==> src/hw/rtl/rts_pkg.sv <==
// shared types, constants and helpers for the rotated table search block
package rts_pkg;

   localparam int IDX_W           = 10;
   localparam int DATA_W          = 32;
   localparam int SPAN_W          = IDX_W + 2;
   localparam int TABLE_DEPTH_DEF = 1024;
   localparam int QUEUE_DEPTH     = 2;

   localparam logic OP_WRITE  = 1'b0;
   localparam logic OP_SEARCH = 1'b1;

   typedef enum logic [1:0] {
      KIND_WRITE,
      KIND_SEARCH,
      KIND_EMPTY
   } kind_type;

   typedef struct packed {
      kind_type                  kind;
      logic [IDX_W-1:0]          write_index;
      logic signed [DATA_W-1:0]  entry_value;
      logic signed [DATA_W-1:0]  search_key;
      logic [IDX_W-1:0]          low_index;
      logic [IDX_W-1:0]          high_index;
   } cmd_type;

   typedef struct packed {
      logic    valid;
      cmd_type cmd;
   } cmd_port_type;

   function automatic logic idx_in_table(input logic [IDX_W-1:0] idx, input int depth);
      return int'(idx) < depth;
   endfunction

endpackage

==> src/hw/rtl/rts_if.sv <==
// request and response channel interfaces
interface rts_req_if;
   logic                                  valid;
   logic                                  ready;
   logic                                  opcode;
   logic [rts_pkg::IDX_W-1:0]             write_index;
   logic signed [rts_pkg::DATA_W-1:0]     entry_value;
   logic signed [rts_pkg::DATA_W-1:0]     search_key;
   logic [rts_pkg::IDX_W-1:0]             low_index;
   logic [rts_pkg::IDX_W-1:0]             high_index;

   modport source (output valid, opcode, write_index, entry_value, search_key,
                   low_index, high_index, input ready);
   modport sink   (input valid, opcode, write_index, entry_value, search_key,
                   low_index, high_index, output ready);
endinterface


==> src/hw/rtl/rts_front.sv <==
// front end: accepts items, classifies them and queues them for the back end
module rts_front #(
   parameter int TABLE_DEPTH = rts_pkg::TABLE_DEPTH_DEF
) (
   input  logic                  clock,
   input  logic                  reset,
   rts_req_if.sink               req_ch,
   output rts_pkg::cmd_port_type cmd_port,
   input  logic                  cmd_pop
);

   localparam int QD    = rts_pkg::QUEUE_DEPTH;
   localparam int PTR_W = (QD > 1) ? $clog2(QD) : 1;
   localparam int CNT_W = $clog2(QD + 1);

   rts_pkg::cmd_type   queue_ff [QD];
   logic [PTR_W-1:0]   wr_ptr_ff, wr_ptr_in;
   logic [PTR_W-1:0]   rd_ptr_ff, rd_ptr_in;
   logic [CNT_W-1:0]   count_ff, count_in;
   rts_pkg::cmd_type   cmd_new;
   logic               accept;
   logic               push;
   logic               pop;

   assign req_ch.ready = (count_ff != CNT_W'(QD));
   assign accept       = req_ch.valid && req_ch.ready;

   // classify
   always_comb begin
      cmd_new.write_index = req_ch.write_index;
      cmd_new.entry_value = req_ch.entry_value;
      cmd_new.search_key  = req_ch.search_key;
      cmd_new.low_index   = req_ch.low_index;
      cmd_new.high_index  = req_ch.high_index;
      if (req_ch.opcode == rts_pkg::OP_WRITE) begin
         cmd_new.kind = rts_pkg::KIND_WRITE;
      end else if (req_ch.low_index > req_ch.high_index) begin
         cmd_new.kind = rts_pkg::KIND_EMPTY;
      end else begin
         cmd_new.kind = rts_pkg::KIND_SEARCH;
      end
   end

   // writes beyond the table are dropped here
   assign push = accept && !(req_ch.opcode == rts_pkg::OP_WRITE &&
                             !rts_pkg::idx_in_table(req_ch.write_index, TABLE_DEPTH));
   assign pop  = cmd_pop && (count_ff != '0);

   always_comb begin
      wr_ptr_in = wr_ptr_ff;
      rd_ptr_in = rd_ptr_ff;
      count_in  = count_ff;
      if (push) begin
         wr_ptr_in = (wr_ptr_ff == PTR_W'(QD - 1)) ? '0 : wr_ptr_ff + PTR_W'(1);
      end
      if (pop) begin
         rd_ptr_in = (rd_ptr_ff == PTR_W'(QD - 1)) ? '0 : rd_ptr_ff + PTR_W'(1);
      end
      if (push && !pop) begin
         count_in = count_ff + CNT_W'(1);
      end else if (pop && !push) begin
         count_in = count_ff - CNT_W'(1);
      end
   end

   always_ff @(posedge clock) begin
      if (reset) begin
         wr_ptr_ff <= '0;
         rd_ptr_ff <= '0;
         count_ff  <= '0;
      end else begin
         wr_ptr_ff <= wr_ptr_in;
         rd_ptr_ff <= rd_ptr_in;
         count_ff  <= count_in;
      end
      if (push) begin
         queue_ff[wr_ptr_ff] <= cmd_new;
      end
   end

   assign cmd_port.valid = (count_ff != '0);
   assign cmd_port.cmd   = queue_ff[rd_ptr_ff];

   a_count_bound: assert property (@(posedge clock) disable iff (reset)
      count_ff <= CNT_W'(QD))
      else $error("queue count beyond depth");

   a_full_no_push: assert property (@(posedge clock) disable iff (reset)
      (count_ff == CNT_W'(QD) && !pop) |=> count_ff == CNT_W'(QD))
      else $error("full queue changed without a pop");

   a_pop_nonempty: assert property (@(posedge clock) disable iff (reset)
      (count_ff == CNT_W'(1) && pop && !push) |=> !cmd_port.valid)
      else $error("queue not empty after last pop");

endmodule

==> src/flat_wrapper.sv <==
// flat-port wrapper written by rule: the top's interface ports become plain ports
module rts_front_flat 
#(
   parameter int TABLE_DEPTH = rts_pkg::TABLE_DEPTH_DEF
)
  (clock, reset, cmd_port, cmd_pop, req_ch_valid, req_ch_opcode, req_ch_write_index, req_ch_entry_value, req_ch_search_key, req_ch_low_index, req_ch_high_index, req_ch_ready);
  rts_req_if req_ch_i ();
  input  logic clock;
  input  logic reset;
  output rts_pkg::cmd_port_type cmd_port;
  input  logic cmd_pop;
  input wire logic [$bits(req_ch_i.valid)-1:0] req_ch_valid;
  input wire logic [$bits(req_ch_i.opcode)-1:0] req_ch_opcode;
  input wire logic [$bits(req_ch_i.write_index)-1:0] req_ch_write_index;
  input wire logic [$bits(req_ch_i.entry_value)-1:0] req_ch_entry_value;
  input wire logic [$bits(req_ch_i.search_key)-1:0] req_ch_search_key;
  input wire logic [$bits(req_ch_i.low_index)-1:0] req_ch_low_index;
  input wire logic [$bits(req_ch_i.high_index)-1:0] req_ch_high_index;
  output wire logic [$bits(req_ch_i.ready)-1:0] req_ch_ready;
  assign req_ch_i.valid = req_ch_valid;
  assign req_ch_i.opcode = req_ch_opcode;
  assign req_ch_i.write_index = req_ch_write_index;
  assign req_ch_i.entry_value = req_ch_entry_value;
  assign req_ch_i.search_key = req_ch_search_key;
  assign req_ch_i.low_index = req_ch_low_index;
  assign req_ch_i.high_index = req_ch_high_index;
  assign req_ch_ready = req_ch_i.ready;
  rts_front #(.TABLE_DEPTH(TABLE_DEPTH)) u_core (.clock(clock), .reset(reset), .req_ch(req_ch_i), .cmd_port(cmd_port), .cmd_pop(cmd_pop));
endmodule
==> config.mk <==
export PLATFORM = sky130hd
export DESIGN_NAME = rts_front_flat
export DESIGN_NICKNAME = d
export VERILOG_FILES = /design/src/hw/rtl/rts_pkg.sv /design/src/hw/rtl/rts_if.sv /design/src/hw/rtl/rts_front.sv /design/src/flat_wrapper.sv
export SDC_FILE = /design/constraint.sdc
export NUM_CORES = 1
export LEC_CHECK = 0
export BUFFER_PORTS_ARGS = -buffer_cell sky130_fd_sc_hd__buf_2
export CORE_MARGIN = 1
export CORE_UTILIZATION = 29
export CTS_CLUSTER_SIZE = 24
export DETAILED_ROUTE_END_ITERATION = 16
export PLACE_DENSITY = 0.59
export SLEW_MARGIN = 20
export SYNTH_ARGS = -nofsm -noshare
export SYNTH_HDL_FRONTEND = slang
export SYNTH_SLANG_ARGS = --single-unit
==> constraint.sdc <==
create_clock -name clock -period 8.8 [get_ports clock]
set_clock_uncertainty 0.05 [all_clocks]
set_input_delay 1.76 -clock clock [delete_from_list [all_inputs] [get_ports clock]]
set_output_delay 1.76 -clock clock [all_outputs]
set_load 0.02 [all_outputs]
==> impl_metrics.env <==
export IMPL_status="finished clean"
export IMPL_p_per_area_nw_per_um2=292
export IMPL_path_class="reg -> out"
export IMPL_start_kind="register"
export IMPL_drive_gt1_share_pct=57.4
export IMPL_yosysSeqAreaShare_pct=78.8
export IMPL_multi_input_area_sq_um=1460
export IMPL_rsz0062_at_grt="no"
export IMPL_hpwlAfterDp_um=9740
export IMPL_synth_mux_area_share_pct=14.5
export IMPL_first_pass_iters=4
export IMPL_synth_compound_area_share_pct=1.33
export IMPL_final_common_cell="buf_2"
export IMPL_syn_nets=471
export IMPL_antenna_found_initial=0
export IMPL_finalWeightedCongestion=0.727
export IMPL_overflow=0
export IMPL_ys_warn_count=0
export IMPL_synthTopCellsByArea="edfxtp_1 77%, mux2_2 15%, ha_1 1.8%"
export IMPL_yosysUniqueCellTypes=25
export IMPL_maxCapViolations=0
export IMPL_vdd_drop_max_uv=131
export IMPL_max_slew_margin_pct=49.6
export IMPL_reg2reg_to="u_core.queue_ff[1][38]"
export IMPL_synth_avg_cell_area_sq_um=20.6
export IMPL_die_h_um=162
export IMPL_grt_pass1_vias=4309
export IMPL_cts_tree="yes"
export IMPL_rr_startpoint="u_core.count_ff[0]"
export IMPL_final_nets=679
export IMPL_layout_common_cells="196 x buf_2, 192 x edfxtp_1, 96 x mux2_2"
export IMPL_grt_max_degree=54
export IMPL_numPortBuffers=196
export IMPL_syn_to_final_growth_pct=25.5
export IMPL_htreeDepth=4
export IMPL_worstPathRequired_ps=6990
export IMPL_initial_core_util_pct=29.6
export IMPL_root_buffer="clkbuf_16"
export IMPL_endpoint_kind="output pin"
export IMPL_dieWidth_um=162
export IMPL_fmax_ghz=0.231
export IMPL_dpl_cell_count=880
export IMPL_cts_sink_count=197
export IMPL_synth_xor_area_share_pct=0.471
export IMPL_worst_pin_slew_ps=756
export IMPL_num_io_pins=197
export IMPL_hold_start="u_core.count_ff[1]"
export IMPL_insertion_delay_ps=430
export IMPL_setup_viol=0
export IMPL_detail_route_antenna_nets=0
export IMPL_diodes=0
export IMPL_clkTransAtPathRegs_ps=70
export IMPL_grtUsageTotal_pct=11.4
export IMPL_clk_path_buf_depth=2
export IMPL_cts_hold_buf=0
export IMPL_reg2reg_slack_ps=6420
export IMPL_route_vias_total=3866
export IMPL_crit_fanout=50
export IMPL_cts_setup_buffers=0
export IMPL_dieArea_sq_um=26300
export IMPL_vias_per_cell=4.24
export IMPL_cts_buffers=17
export IMPL_hold_end="u_core.count_ff[1]"
export IMPL_synth_fa_ha_area_share_pct=1.85
export IMPL_fin_crit_sh_pct=49.2
export IMPL_ys_seq_elements=197
export IMPL_rows=58
export IMPL_stdcell_count=912
export IMPL_yosysTopAreaCell="edfxtp_1"
export IMPL_post_cts_resize_count=0
export IMPL_synth_area_sq_um=7440
export IMPL_num_fill_cells=2359
export IMPL_hold_path_depth=2
export IMPL_hp_class="reg -> reg"
export IMPL_first_iter_violations=216
export IMPL_r2r_cells=3
export IMPL_slew_viol_final=0
export IMPL_seqCellArea_sq_um=5870
export IMPL_synth_top_area_share_pct=77.5
export IMPL_wl_um=14500
export IMPL_grt_pass1_wl_um=22700
export IMPL_synthesis_instances=361
export IMPL_power_leakage_nw=3.47
export IMPL_synth_top_family_by_area="multiplexers"
export IMPL_arrival_ps=2520
export IMPL_fin_crit_ps=4330
export IMPL_drcViolationCount=0
export IMPL_finalSetupTns_ps=0
export IMPL_finalPower_mw=2.72
export IMPL_synthSimpleGateAreaFrac_pct=1.26
export IMPL_post_drt_wl_per_cell_um=16.0
export IMPL_core_area_sq_um=25200
export IMPL_hold_viol_final=0
[worst max-delay path, stage by stage, from the launching register on]
cell	delay, ps
dfxtp_4	770
buf_4	640
mux2_2	430
buf_2	170
[cells in the mapped netlist]
master and number:
buf_2 6, mux2_2 96, o21ai_0 1, or3_1 1, o21a_1 2, and3_1 1, nor2_1 5, or2_2 1
nand2b_1 1, nor3b_2 1, dfxtp_1 5, a2111oi_4 1, a21oi_1 3, buf_6 5, a32o_1 1, a21oi_2 1
xor2_1 4, a21o_1 1, edfxtp_1 192, nand2_1 5, o21ai_1 2, nand4_1 2, nor2_2 1, inv_1 12
ha_1 11
[cells by family after synthesis]
| family | Yosys count |
|---|---|
| multiplexers | 96 |
| buffers and inverters | 23 |
| AND/OR/NAND/NOR | 18 |
| flip-flops | 197 |
| XOR/XNOR | 4 |
| adder cells (fa/ha/maj) | 11 |
| AO/OA/AOI/OAI | 12 |
[per-stage QoR]
step                util (%)  hold WS [ps]  area, sq um  setup WS [ps]
floorplan                  -           411         7440           2350
global placement        34.9           425         8800           4900
detailed placement      34.9           437         8800           4850
CTS                     37.1           447         9340           4390
global route            37.1           477         9340           4280
finish                  37.1           447         9340           4470
[power breakdown]
part	switching [mW]	internal [mW]	leakage [nW]	total [mW]
Clock	0.358	0.368	0.261	0.726
Sequential	0.0618	1.20	1.84	1.26
Combinational	0.442	0.293	1.37	0.735
[area by class of cell]
class                   instances  area share, %
clock buffers                  17           4.55
multi-input cells             141           15.6
repair buffers                200           10.8
well taps                     330           4.42
flip-flops and latches        197           62.8
inverters                      12          0.482
clock inverters                15           1.30
[worst max-delay path by stage]
stage / startpoint / end / slack, ps
4_1_cts: register / cmd_port[10] / 4390
2_1_floorplan: req_ch_valid / u_core.queue_ff[0][0] / 2350
3_3_place_gp: register / cmd_port[10] / 4900
5_1_grt: register / cmd_port[10] / 4280
6_report: register / cmd_port[10] / 4470
3_5_place_dp: register / cmd_port[10] / 4850
[per-layer routing]
| layer | wire length, um | share of wire [%] | global-route usage, % | vias up |
|---|---|---|---|---|
| met3 | 815 | 5.6 | 3.19 | 10 |
| met4 | 168 | 1.2 | 4.55 | 0 |
| li1 | - | - | - | 1822 |
| met1 | 5870 | 40 | 13.0 | 1924 |
| met5 | 0 | 0 | 0 | - |
| met2 | 7690 | 53 | 20.2 | 110 |
[flip-flops by register name, summed over array words and instances, names as in the netlist, named ones only]
name	cells
u_core.wr_ptr_ff	1
u_core.rd_ptr_ff	1
u_core.count_ff	2
u_core.queue_ff	192
Power figures use the tool's default switching activity.
